[config.mk]
export PLATFORM = sky130hd
export DESIGN_NAME = dated_priority_table
export DESIGN_NICKNAME = d
export VERILOG_FILES = /design/src/hw/rtl/dpt_pkg.sv /design/src/hw/rtl/dpt_datapath.sv /design/src/hw/rtl/dpt_ctrl.sv /design/src/hw/rtl/dated_priority_table.sv
export SDC_FILE = /design/constraint.sdc
export NUM_CORES = 2
export LEC_CHECK = 0
export BUFFER_PORTS_ARGS = -buffer_cell sky130_fd_sc_hd__buf_4
export CORE_MARGIN = 2
export CORE_UTILIZATION = 50
export DETAILED_ROUTE_END_ITERATION = 12
export GPL_TIMING_DRIVEN = 1
export PLACE_DENSITY = 0.66
export SLEW_MARGIN = 20
export SYNTH_ARGS = -nofsm -noshare
export SYNTH_HDL_FRONTEND = slang
export SYNTH_HIERARCHICAL = 1
export SYNTH_SLANG_ARGS = --single-unit
[constraint.sdc]
create_clock -name clk_i -period 16.96 [get_ports clk_i]
set_input_delay 1.696 -clock clk_i [delete_from_list [all_inputs] [get_ports clk_i]]
set_output_delay 1.696 -clock clk_i [all_outputs]
set_load 0.02 [all_outputs]
[src/hw/rtl/dpt_pkg.sv]
// ----------------------------------------------------------------------------
// dpt_pkg
// Types, constants and command codes shared by the dated priority table.
// ----------------------------------------------------------------------------
package dpt_pkg;

  localparam int unsigned Depth    = 16;
  localparam int unsigned SlotBits = $clog2(Depth);
  localparam int unsigned CntBits  = SlotBits + 1;

  typedef enum logic [1:0] {
    OP_ADD   = 2'd0,
    OP_DEL   = 2'd1,
    OP_LIST  = 2'd2,
    OP_COUNT = 2'd3
  } op_e;

  typedef struct packed {
    logic [1:0]  operation;
    logic [11:0] date_year;
    logic [3:0]  date_month;
    logic [4:0]  date_day;
    logic [7:0]  entry_priority;
    logic [31:0] payload_handle;
    logic        payload_present;
    logic [15:0] target_id;
    logic [4:0]  list_limit;
  } in_word_t;

  typedef struct packed {
    logic [1:0]  result_kind;
    logic        success;
    logic [15:0] entry_id;
    logic [7:0]  listed_priority;
    logic [31:0] listed_payload;
    logic [4:0]  date_count;
    logic        update_posted;
    logic        last_of_run;
  } out_word_t;

  // controller to datapath
  typedef struct packed {
    logic load;        // capture input word
    logic scan_clr;    // clear scan accumulators
    logic scan_step;   // examine slot scan_idx
    logic [SlotBits-1:0] scan_idx;
    logic pick_pass;   // selection only, leave the match count alone
    logic cnt_clr;     // restart the match count before a recount
    logic do_add;      // write new entry
    logic do_del;      // invalidate found entry
    logic use_del_date; // count on the deleted entry's date
    logic pick_clr;    // begin one list selection pass
    logic pick_take;   // mark picked slot as listed
    logic emit;        // load output register
    logic [1:0] emit_kind;
  } dp_cmd_t;

  // datapath to controller
  typedef struct packed {
    op_e  op;
    logic present;
    logic found;       // delete hit
    logic pick_any;    // selection pass found an entry
    logic list_last;   // picked entry is the last one to list
    logic out_busy;
  } dp_sts_t;

endpackage

[src/hw/rtl/dpt_datapath.sv]
// ----------------------------------------------------------------------------
// dpt_datapath
// Slot storage, per-slot scan accumulators and the output word register.
// ----------------------------------------------------------------------------
module dpt_datapath (
  input  logic               clk_i,
  input  logic               rst_ni,
  input  dpt_pkg::in_word_t  in_word_i,
  input  dpt_pkg::dp_cmd_t   cmd_i,
  output dpt_pkg::dp_sts_t   sts_o,
  output dpt_pkg::out_word_t out_word_o,
  output logic               out_valid_o,
  input  logic               out_ready_i
);
  import dpt_pkg::*;

  logic [Depth-1:0] valid_q;
  logic [Depth-1:0] listed_q;
  logic [15:0] id_q   [Depth];
  logic [11:0] year_q [Depth];
  logic [3:0]  month_q[Depth];
  logic [4:0]  day_q  [Depth];
  logic [7:0]  prio_q [Depth];
  logic [31:0] pay_q  [Depth];

  in_word_t    req_q;
  logic [15:0] next_id_q;
  // scan accumulators
  logic                free_hit_q;
  logic [SlotBits-1:0] free_q;
  logic [SlotBits-1:0] low_q;
  logic                found_q;
  logic [SlotBits-1:0] found_idx_q;
  logic [CntBits-1:0]  cnt_q;
  logic                pick_any_q;
  logic [SlotBits-1:0] pick_q;
  logic [CntBits-1:0]  nlist_q;
  logic [11:0] dy_q;
  logic [3:0]  dm_q;
  logic [4:0]  dd_q;

  out_word_t out_q, out_d;
  logic      out_valid_q;

  logic [SlotBits-1:0] si;
  logic match;
  logic cand;
  logic [CntBits-1:0] cap;
  logic [CntBits-1:0] nsel;
  logic list_last;

  assign si    = cmd_i.scan_idx;
  assign match = valid_q[si] && year_q[si] == dy_q && month_q[si] == dm_q && day_q[si] == dd_q;
  assign cand  = match && !listed_q[si];
  assign cap   = (req_q.list_limit > 5'(Depth)) ? CntBits'(Depth)
                                                : CntBits'(req_q.list_limit);
  // entries a list returns in total
  assign nsel      = (cnt_q < cap) ? cnt_q : cap;
  assign list_last = (nlist_q + 1'b1 >= nsel);

  always_ff @(posedge clk_i or negedge rst_ni) begin
    if (!rst_ni) begin
      valid_q     <= '0;
      next_id_q   <= 16'd1;
      out_valid_q <= 1'b0;
      for (int i = 0; i < Depth; i++) prio_q[i] <= '0;
    end else begin
      if (cmd_i.emit) out_valid_q <= 1'b1;
      else if (out_valid_q && out_ready_i) out_valid_q <= 1'b0;
      if (cmd_i.do_add) begin
        valid_q[free_hit_q ? free_q : low_q] <= 1'b1;
        prio_q[free_hit_q ? free_q : low_q]  <= req_q.entry_priority;
        next_id_q <= (next_id_q == 16'hffff) ? 16'd1 : next_id_q + 16'd1;
      end
      if (cmd_i.do_del) valid_q[found_idx_q] <= 1'b0;
    end
  end

  always_ff @(posedge clk_i) begin
    if (cmd_i.load) begin
      req_q <= in_word_i;
      dy_q  <= in_word_i.date_year;
      dm_q  <= in_word_i.date_month;
      dd_q  <= in_word_i.date_day;
      listed_q <= '0;
      nlist_q  <= '0;
    end
    if (cmd_i.use_del_date) begin
      dy_q <= year_q[found_idx_q];
      dm_q <= month_q[found_idx_q];
      dd_q <= day_q[found_idx_q];
    end
    if (cmd_i.do_add) begin
      id_q   [free_hit_q ? free_q : low_q] <= next_id_q;
      year_q [free_hit_q ? free_q : low_q] <= req_q.date_year;
      month_q[free_hit_q ? free_q : low_q] <= req_q.date_month;
      day_q  [free_hit_q ? free_q : low_q] <= req_q.date_day;
      pay_q  [free_hit_q ? free_q : low_q] <= req_q.payload_handle;
    end
    if (cmd_i.scan_clr) begin
      free_hit_q <= 1'b0;
      free_q     <= '0;
      low_q      <= '0;
      found_q    <= 1'b0;
      found_idx_q <= '0;
      cnt_q      <= '0;
      pick_any_q <= 1'b0;
      pick_q     <= '0;
    end else if (cmd_i.scan_step) begin
      if (!valid_q[si] && !free_hit_q) begin
        free_hit_q <= 1'b1;
        free_q     <= si;
      end
      if (prio_q[si] < prio_q[low_q]) low_q <= si;
      if (!found_q && valid_q[si] && id_q[si] == req_q.target_id &&
          req_q.target_id != 16'd0) begin
        found_q     <= 1'b1;
        found_idx_q <= si;
      end
      if (match && !cmd_i.pick_pass) cnt_q <= cnt_q + 1'b1;
      // strict compare keeps the earliest slot on ties
      if (cand && (!pick_any_q || prio_q[si] > prio_q[pick_q])) begin
        pick_any_q <= 1'b1;
        pick_q     <= si;
      end
    end
    if (cmd_i.cnt_clr) cnt_q <= '0;
    if (cmd_i.pick_clr) begin
      pick_any_q <= 1'b0;
      pick_q     <= '0;
    end
    if (cmd_i.pick_take) begin
      listed_q[pick_q] <= 1'b1;
      nlist_q <= nlist_q + 1'b1;
    end
    if (cmd_i.emit) out_q <= out_d;
  end

  always_comb begin
    out_d = '0;
    out_d.result_kind = cmd_i.emit_kind;
    out_d.last_of_run = 1'b1;
    unique case (op_e'(cmd_i.emit_kind))
      OP_ADD: if (req_q.payload_present) begin
        out_d.success       = 1'b1;
        // counter has already moved past the id just written
        out_d.entry_id      = (next_id_q == 16'd1) ? 16'hffff : next_id_q - 16'd1;
        out_d.date_count    = 5'(cnt_q);
        out_d.update_posted = 1'b1;
      end
      OP_DEL: if (found_q) begin
        out_d.success       = 1'b1;
        out_d.date_count    = 5'(cnt_q);
        out_d.update_posted = 1'b1;
      end
      OP_LIST: if (pick_any_q && nsel != '0) begin
        out_d.success         = 1'b1;
        out_d.entry_id        = id_q[pick_q];
        out_d.listed_priority = prio_q[pick_q];
        out_d.listed_payload  = pay_q[pick_q];
        out_d.date_count      = 5'(nsel);
        out_d.last_of_run     = list_last;
      end
      OP_COUNT: out_d.date_count = 5'(cnt_q);
      default: ;
    endcase
  end

  assign sts_o.op        = op_e'(req_q.operation);
  assign sts_o.present   = req_q.payload_present;
  assign sts_o.found     = found_q;
  assign sts_o.pick_any  = pick_any_q;
  assign sts_o.list_last = list_last;
  assign sts_o.out_busy  = out_valid_q && !out_ready_i;
  assign out_word_o      = out_q;
  assign out_valid_o     = out_valid_q;

endmodule

[src/hw/rtl/dpt_ctrl.sv]
// ----------------------------------------------------------------------------
// dpt_ctrl
// Sequencer: slot scans, table update and result emission.
// ----------------------------------------------------------------------------
module dpt_ctrl (
  input  logic             clk_i,
  input  logic             rst_ni,
  input  logic             in_valid_i,
  output logic             in_ready_o,
  input  dpt_pkg::dp_sts_t sts_i,
  output dpt_pkg::dp_cmd_t cmd_o
);
  import dpt_pkg::*;

  typedef enum logic [7:0] {
    S_IDLE  = 8'b0000_0001,
    S_SCAN  = 8'b0000_0010,
    S_ADD   = 8'b0000_0100,
    S_DEL   = 8'b0000_1000,
    S_CNT   = 8'b0001_0000,
    S_EMIT  = 8'b0010_0000,
    S_PICK  = 8'b0100_0000,
    S_LEMIT = 8'b1000_0000
  } state_e;

  state_e state_q, state_d;
  logic [SlotBits-1:0] idx_q, idx_d;
  logic last_idx;

  assign last_idx = idx_q == SlotBits'(Depth - 1);

  always_ff @(posedge clk_i or negedge rst_ni) begin
    if (!rst_ni) begin
      state_q <= S_IDLE;
      idx_q   <= '0;
    end else begin
      state_q <= state_d;
      idx_q   <= idx_d;
    end
  end

  always_comb begin
    state_d    = state_q;
    idx_d      = idx_q;
    cmd_o      = '0;
    cmd_o.scan_idx  = idx_q;
    cmd_o.emit_kind = sts_i.op;
    in_ready_o = 1'b0;
    unique case (state_q)
      S_IDLE: begin
        in_ready_o = !sts_i.out_busy;
        if (in_valid_i && !sts_i.out_busy) begin
          cmd_o.load     = 1'b1;
          cmd_o.scan_clr = 1'b1;
          idx_d   = '0;
          state_d = S_SCAN;
        end
      end
      S_SCAN: begin
        if (sts_i.op == OP_LIST) begin
          // one full pass settles the match count and the first pick
          cmd_o.scan_step = 1'b1;
          idx_d = idx_q + 1'b1;
          if (last_idx) state_d = S_LEMIT;
        end else if (sts_i.op == OP_ADD && !sts_i.present) begin
          state_d = S_EMIT;
        end else begin
          cmd_o.scan_step = 1'b1;
          idx_d = idx_q + 1'b1;
          if (last_idx) begin
            unique case (sts_i.op)
              OP_ADD:  state_d = S_ADD;
              OP_DEL:  state_d = S_DEL;
              default: state_d = S_EMIT;
            endcase
          end
        end
      end
      S_ADD: begin
        cmd_o.do_add  = 1'b1;
        cmd_o.cnt_clr = 1'b1;
        state_d = S_CNT;
      end
      S_DEL: begin
        if (sts_i.found) begin
          cmd_o.do_del       = 1'b1;
          cmd_o.use_del_date = 1'b1;
          cmd_o.cnt_clr      = 1'b1;
          state_d = S_CNT;
        end else begin
          state_d = S_EMIT;
        end
      end
      S_CNT: begin
        // recount matches on the affected date after the change
        cmd_o.scan_step = 1'b1;
        idx_d = idx_q + 1'b1;
        if (last_idx) state_d = S_EMIT;
      end
      S_EMIT: begin
        if (!sts_i.out_busy) begin
          cmd_o.emit = 1'b1;
          state_d = S_IDLE;
        end
      end
      S_PICK: begin
        cmd_o.scan_step = 1'b1;
        cmd_o.pick_pass = 1'b1;
        idx_d = idx_q + 1'b1;
        if (last_idx) state_d = S_LEMIT;
      end
      S_LEMIT: begin
        if (!sts_i.out_busy) begin
          cmd_o.emit = 1'b1;
          if (!sts_i.pick_any || sts_i.list_last) begin
            state_d = S_IDLE;
          end else begin
            cmd_o.pick_take = 1'b1;
            cmd_o.pick_clr  = 1'b1;
            state_d = S_PICK;
          end
        end
      end
      default: state_d = S_IDLE;
    endcase
  end

endmodule

[src/hw/rtl/dated_priority_table.sv]
// ----------------------------------------------------------------------------
// dated_priority_table
// Table of dated, prioritised entries with add, delete, list and count.
// ----------------------------------------------------------------------------
// Usage: present one command word on in_word_i with in_valid_i; it is taken
// when in_ready_o is high. Results leave on out_word_o under out_valid_o and
// out_ready_i; every command gives one word except a list, which gives one
// word per listed entry (highest priority first, one blank word if none is),
// last_of_run marking the end. Timing: a command is taken only while the
// sequencer is idle. Add, delete and count walk the sixteen slots one per
// cycle; an add with a payload and a delete that finds its id then walk again
// to recount the date, while a rejected add skips the walk. A list's first
// pass counts and picks the first entry; each further word needs another
// selection pass over the slots.
// Reset empties the table and restarts ids at one; the output valid is
// cleared. If the receiver stalls, the sequencer holds in its emit state while
// a word is pending; no new command is taken until that word has gone.
// ----------------------------------------------------------------------------
module dated_priority_table (
  input  logic               clk_i,
  input  logic               rst_ni,
  input  logic               in_valid_i,
  output logic               in_ready_o,
  input  dpt_pkg::in_word_t  in_word_i,
  output logic               out_valid_o,
  input  logic               out_ready_i,
  output dpt_pkg::out_word_t out_word_o
);
  import dpt_pkg::*;

  dp_cmd_t cmd;
  dp_sts_t sts;

  dpt_ctrl u_ctrl (
    .clk_i      (clk_i),
    .rst_ni     (rst_ni),
    .in_valid_i (in_valid_i),
    .in_ready_o (in_ready_o),
    .sts_i      (sts),
    .cmd_o      (cmd)
  );

  dpt_datapath u_dp (
    .clk_i       (clk_i),
    .rst_ni      (rst_ni),
    .in_word_i   (in_word_i),
    .cmd_i       (cmd),
    .sts_o       (sts),
    .out_word_o  (out_word_o),
    .out_valid_o (out_valid_o),
    .out_ready_i (out_ready_i)
  );

endmodule

## Word level (Yosys, flattened, before mapping)

Memory sizes are Yosys's and may differ from the RTL's. A register that Yosys moved wholly into a read port is not among the register bits.
Cells that the tools add are included.

- RAM bits: 1104
- Flip-flop bits (word level): 390
- Input bits: 89
- Word-level logic and storage cells: 252
- Output and inout port bits: 68
- Memories: 5

Memories:

| memory | words | width | rd ports | clocked after Yosys merged registers in | wr ports | RTL line | RTL |
|---|---|---|---|---|---|---|---|
| u_dp.pay_q | 16 | 32 | 1 | 1 | 1 | dpt_datapath.sv:24 | `logic [31:0] pay_q [Depth];` |
| u_dp.id_q | 16 | 16 | 2 | 1 | 1 | dpt_datapath.sv:19 | `logic [15:0] id_q [Depth];` |
| u_dp.year_q | 16 | 12 | 2 | 1 | 1 | dpt_datapath.sv:20 | `logic [11:0] year_q [Depth];` |
| u_dp.day_q | 16 | 5 | 2 | 1 | 1 | dpt_datapath.sv:22 | `logic [4:0] day_q [Depth];` |
| u_dp.month_q | 16 | 4 | 2 | 1 | 1 | dpt_datapath.sv:21 | `logic [3:0] month_q[Depth];` |

- Bitwise operators: 8
- Mux-type cells: 94
- Order comparisons: 17
- Reduce and logical (&&, ||, !) cells: 48
- Equal/unequal tests: 24
- Add/sub/neg operators: 5

Operator list:

| operator | number |
|---|---|
| bitwise mux 128 bit | 1 |
| 2-to-1 mux 8 bit | 15 |
| binary-select mux 8 bit (select 4 bit) | 3 |
| 2-to-1 mux 16 bit | 6 |
| 2-to-1 mux 4 bit | 16 |
| case mux 8 bit (8 select lines) | 1 |
| 2-to-1 mux 62 bit | 1 |
| demux 8 bit (select 4 bit) | 1 |
| bitwise OR 16 bit | 2 |
| case mux 16 bit (2 select lines) | 1 |
| 2-to-1 mux 5 bit | 6 |
| 2-to-1 mux 12 bit | 2 |
| greater-or-equal comparator 5 bit, second input constant | 4 |
| < comparator 4 x 5 -> 1 bit, second input constant | 4 |
| NOT 4 -> 5 bit | 4 |
| case mux 5 bit (4 select lines) | 1 |
| logical AND 1 bit | 19 |
| 2-to-1 mux 6 bit | 3 |
| 2-to-1 mux 17 bit | 1 |
| adder 16 x 1 -> 16 bit, second input constant | 1 |
| AND 16 bit | 1 |
| == test 16 x 1 -> 1 bit, second input constant | 1 |
| == test 16 bit | 1 |
| == test 16 bit, second input constant | 1 |
| 50 further kinds | 100 |

## Logic depth before layout (Yosys ltp)

- Depth after elaboration: 11
- Mapped depth: 24
- Gate-level depth less buffers: 22

## By module

Netlist, hierarchy kept.

By module, submodules not included:

| module | instances | cells an instance | area each (sq um) | sequential area each (sq um) |
|---|---|---|---|---|
| dpt_datapath | 1 | 3399 | 65283.9 | 43457.9 |
| dpt_ctrl | 1 | 114 | 960.9 | 301.5 |

## Least setup slack after synthesis

No wires, ideal clock.

- Path type: register to register
- Start: register u_ctrl.state_q[0]
- End: register u_dp/prio_q[80] (netlist name)
- Slack: 11.092 ns
- Buffers on the path: 2
- Data arrival time: 5.787 ns
- Period minus slack after synthesis: 5.868 ns
- Stages on the path, launching flop included: 9
- Setup time: 0.081 ns
- Path through: dfstp_2 > buf_6 > or4_4 > or3_4 > nor2_1 > clkbuf_1 > nand2_1 > nor2_1 > mux2_2

RTL lines:

| item | RTL line | RTL |
|---|---|---|
| start, declared | dpt_ctrl.sv:26 | `state_e state_q, state_d;` |
| start signal, assigned | dpt_ctrl.sv:37 | `state_q <= state_d;` |
| end signal, assigned by index | dpt_datapath.sv:72 | `prio_q[free_hit_q ? free_q : low_q] <= req_q.entry_priority;` |
| end, declared | dpt_datapath.sv:23 | `logic [7:0] prio_q [Depth];` |

==> flow_metrics.py <==
metrics = {
    "status": {
        "outcome": "finished, final reports clean",
    },
    "placement": {
        "gp_congestion": 0.842,
        "dp_hpwl_um": 94700,
        "dpl_worst_slack_ps": 11840,
        "portBuffers": 156,
        "placed_cells": 5268,
        "placed_cell_area_um2": 69300,
    },
    "logic_synthesis": {
        "synth_fa_ha_area_share_pct": 0.567,
        "synth_edf_count": 1281,
        "yosys_most_used_dff": "edfxtp_1",
        "synth_mux_area_share_pct": 23.9,
        "yosys.area_share.simple_pct": 4.03,
        "ys_types": 88,
        "yosysWarnings": 6,
        "ys_seq_elements": 1502,
        "ys_seq_area_share_pct": 66.1,
        "synth_async_sr_flop_share_pct": 11.5,
        "synth_compound_area_share_pct": 2.53,
        "synth_top_family_by_area": "multiplexers",
        "syn-num-nets": 3632,
        "synth-xor-area-share_pct": 0.859,
        "ys_top_cells_by_area": "edfxtp_1, mux4_2, dfrtp_1",
        "yosysTopAreaCell": "edfxtp_1",
        "synth_top_area_share_pct": 58.1,
        "netlist_instances": 3513,
        "synth_area_per_cell_um2": 18.9,
        "netlist_area_um2": 66200,
    },
    "die": {
        "die_area_um2": 135000,
        "io_pins": 157,
        "rows": 133,
        "die_height_um": 368,
        "start_util_pct": 50.4,
        "die_width_um": 368,
        "core_area_um2": 131000,
    },
    "timing": {
        "final_hold_viol_count": 0,
        "fmax_ghz": 0.192,
        "post-route-min-period_ps": 5200,
        "post-route-period-util_pct": 30.7,
        "setup_ws_ps": 11760,
        "relSlewSlack_pct": 19.2,
        "final-max-slew-violation-count": 0,
        "worst_slew_pin_slew_ps": 1210,
        "setup_violations": 0,
        "fin_tns_setup_ps": 0,
        "finClkSkew_ps": 44.4,
        "rsz0062_at_grt": "false",
    },
    "power": {
        "p_switching_mw": 2.28,
        "irDropWorstVdd_mv": 0.0969,
        "p_int_mw": 6.54,
        "leakagePower_nw": 23.7,
        "combPwrFrac_pct": 11.0,
        "pwr-share-seq_pct": 50.4,
        "power_density_nw_per_um2": 119,
        "pwr-share-clk_pct": 38.6,
        "p_sw_share_pct": 25.9,
    },
    "cells_and_area": {
        "design_area_um2": 74400,
        "fin_cells": 5561,
        "final_util_pct": 56.6,
        "drive_above_1_share_pct": 32.0,
        "area_delta_synth_final_pct": 12.4,
        "final_nets": 3792,
    },
    "critical_path": {
        "crit_required_ps": 17670,
        "cp_common_cell": "buf_4",
        "criticalPathCategory": "reg -> reg",
        "r2r-start": "u_ctrl/idx_q[2]",
        "cp_cell_sequence": "buf_4, buf_4, buf_4, mux4_2, mux2i_1, nor2_1, a221oi_1, a31oi_1, a2111o_1, nor4_4, mux2i_1",
        "critPathMaxStageDelay_ps": 720,
        "endpoint_kind": "flip-flop",
        "slowest_stage": "dfrtp_4",
        "ff2ff_setup_slack_ps": 11760,
        "crit_fanout": 42,
        "startpoint_type": "flip-flop",
        "cp.arrival_ps": 5910,
        "worstRegToRegCells": 11,
    },
    "clock_network": {
        "cts_tree": "built",
        "cts_made_buffers": 157,
        "cts_root_buf": "clkbuf_16",
        "cts_resized": 0,
        "cts_hold_buf": 0,
        "clk_pin_slew_ps": 60,
        "cts_max_level": 4,
        "cts_buffer_depth": 3,
        "clock_sinks": 1502,
        "postCtsSetupRepairBufs": 0,
        "clock_latency_ps": 820,
    },
    "grt": {
        "grt_pass1_wl_um": 251000,
        "grt_pass1_vias": 36100,
        "use_met2_pct": 39.9,
        "gr-usage-all-layers_pct": 25.7,
        "grt_most_used_layer": "met2",
        "grt_antenna_before_repair": 4,
        "grtUsageMet3_pct": 4.69,
        "use_met1_pct": 37.6,
        "grt_overflow": 0,
        "grt_max_degree": 159,
    },
    "hold_path": {
        "hold_class": "reg -> reg",
        "min_to": "u_dp/listed_q[7]",
        "hold_start": "u_dp/listed_q[7]",
        "hold-path-cell-count": 2,
    },
    "job": {
        "cap_violations": 0,
    },
    "routing": {
        "drtPass1Iterations": 6,
        "drt_iter0_drc": 4673,
        "vias": 35800,
        "via_per_inst": 6.43,
        "ant_nets": 0,
        "drc": 0,
        "routedWlPerCell_um": 31.0,
        "wirelength_um": 172000,
    },
}
## power groups by stage
stage          sequential [mW]  combinational (mW)  clock (mW)
5_1_grt                   4.47                1.04        3.61
6_report                  4.45               0.967        3.40
3_3_place_gp              4.52               0.965           0
3_5_place_dp              4.52               0.968           0
4_1_cts                   4.45               0.972        3.46
2_1_floorplan             4.42               0.702           0
## how the worst max path moves through the flow
stage | start | endpoint | slack (ps) | depth (start not counted)
2_1_floorplan | u_ctrl/state_q[0] | u_dp/prio_q[80] | 11090 | 8
3_3_place_gp | u_ctrl/idx_q[1] | flip-flop | 11670 | 9
3_5_place_dp | u_ctrl/idx_q[2] | flip-flop | 11840 | 11
4_1_cts | u_ctrl/idx_q[2] | flip-flop | 11800 | 11
5_1_grt | u_ctrl/idx_q[2] | flip-flop | 11560 | 11
6_report | u_ctrl/idx_q[2] | flip-flop | 11760 | 11
## per-stage QoR
stage                     hold WS (ps)  total power [mW]
after global placement             446              5.48
after floorplan                    430              5.12
after detailed placement           450              5.49
after CTS                          460              8.88
final                              460              8.82
after global routing               471              9.12
## final cells by class
type | count | area [um2]
Inverter | 81 | 348
Clock inverter | 100 | 1070
Clock buffer | 191 | 4070
Timing Repair Buffer | 220 | 1710
Fill cell | 9987 | 57000
Tap cell | 1755 | 2200
Sequential cell | 1502 | 43800
Multi-Input combinational cell | 1711 | 21200
Antenna cell | 1 | 2.50
## cell usage after synthesis (8+ instances only)
cell type / number
a22o_1: 9
a21o_1: 9
clkbuf_1: 116
inv_1: 71
nor2b_1: 51
o22a_1: 9
nand2b_1: 17
dfrtp_1: 171
nand3_1: 35
nor3_1: 13
xor2_1: 34
buf_1: 40
buf_4: 22
dfxtp_1: 48
o21ai_0: 66
and2_1: 9
a21oi_1: 25
buf_2: 27
mux2_2: 110
nand2_1: 249
edfxtp_1: 1281
a221oi_1: 8
nor4_1: 20
xnor2_1: 31
a22oi_1: 17
mux2i_1: 112
ha_1: 30
o22ai_1: 21
nor2_1: 94
buf_6: 11
nand4_1: 16
mux4_2: 598
## state kept, by name, indices dropped and copies added, names as in the netlist, 8 cells and up, named ones only
register,cells
u_ctrl/state_q,8
u_dp/day_q,80
u_dp/dy_q,12
u_dp/id_q,256
u_dp/listed_q,16
u_dp/month_q,64
u_dp/next_id_q,16
u_dp/out_word_o,66
u_dp/pay_q,512
u_dp/prio_q,128
u_dp/req_q,82
u_dp/valid_q,16
u_dp/year_q,192
## worst max-delay path, delay by kind of cell (launching register included)
family	cells	cell delay [ps]
buffers and inverters	3	1680
multiplexers	3	1020
AO/OA/AOI/OAI	3	920
flip-flops	1	720
AND/OR/NAND/NOR	2	650
## per-layer routing
layer	vias to the layer above	share of wire [%]
met1	19000	41
met5	-	0.019
li1	14700	-
met4	4	2.5
met2	1721	48
met3	272	8.8
## placed cells by master (no fill, tap or decap), drive strengths merged, types with 21 or more instances in the layout
master,netlist,final
nand2,249,249
dfxtp,48,48
mux2,111,111
nor4,22,22
a21oi,26,26
inv,74,83
o22ai,21,21
nor2b,51,51
nand3,35,35
clkbuf,118,192
mux2i,112,112
dfrtp,171,171
xnor2,31,31
nor2,94,94
o21ai,67,67
edfxtp,1281,1281
buf,101,219
ha,30,30
mux4,598,598
clkinv,7,79
xor2,34,34
## cells by family (layout without fill, tap and decap cells)
| logic type | after synthesis | after routing |
|---|---|---|
| and+or+nand+nor | 555 | 555 |
| other | 0 | 1 |
| adders and majority gates | 30 | 30 |
| DFF | 1502 | 1502 |
| muxes | 821 | 821 |
| AOI/OAI and AO/OA | 240 | 240 |
| xor gates and xnor gates | 65 | 65 |
| buffers and inverters | 300 | 592 |
(Power assumes the default switching activity.)
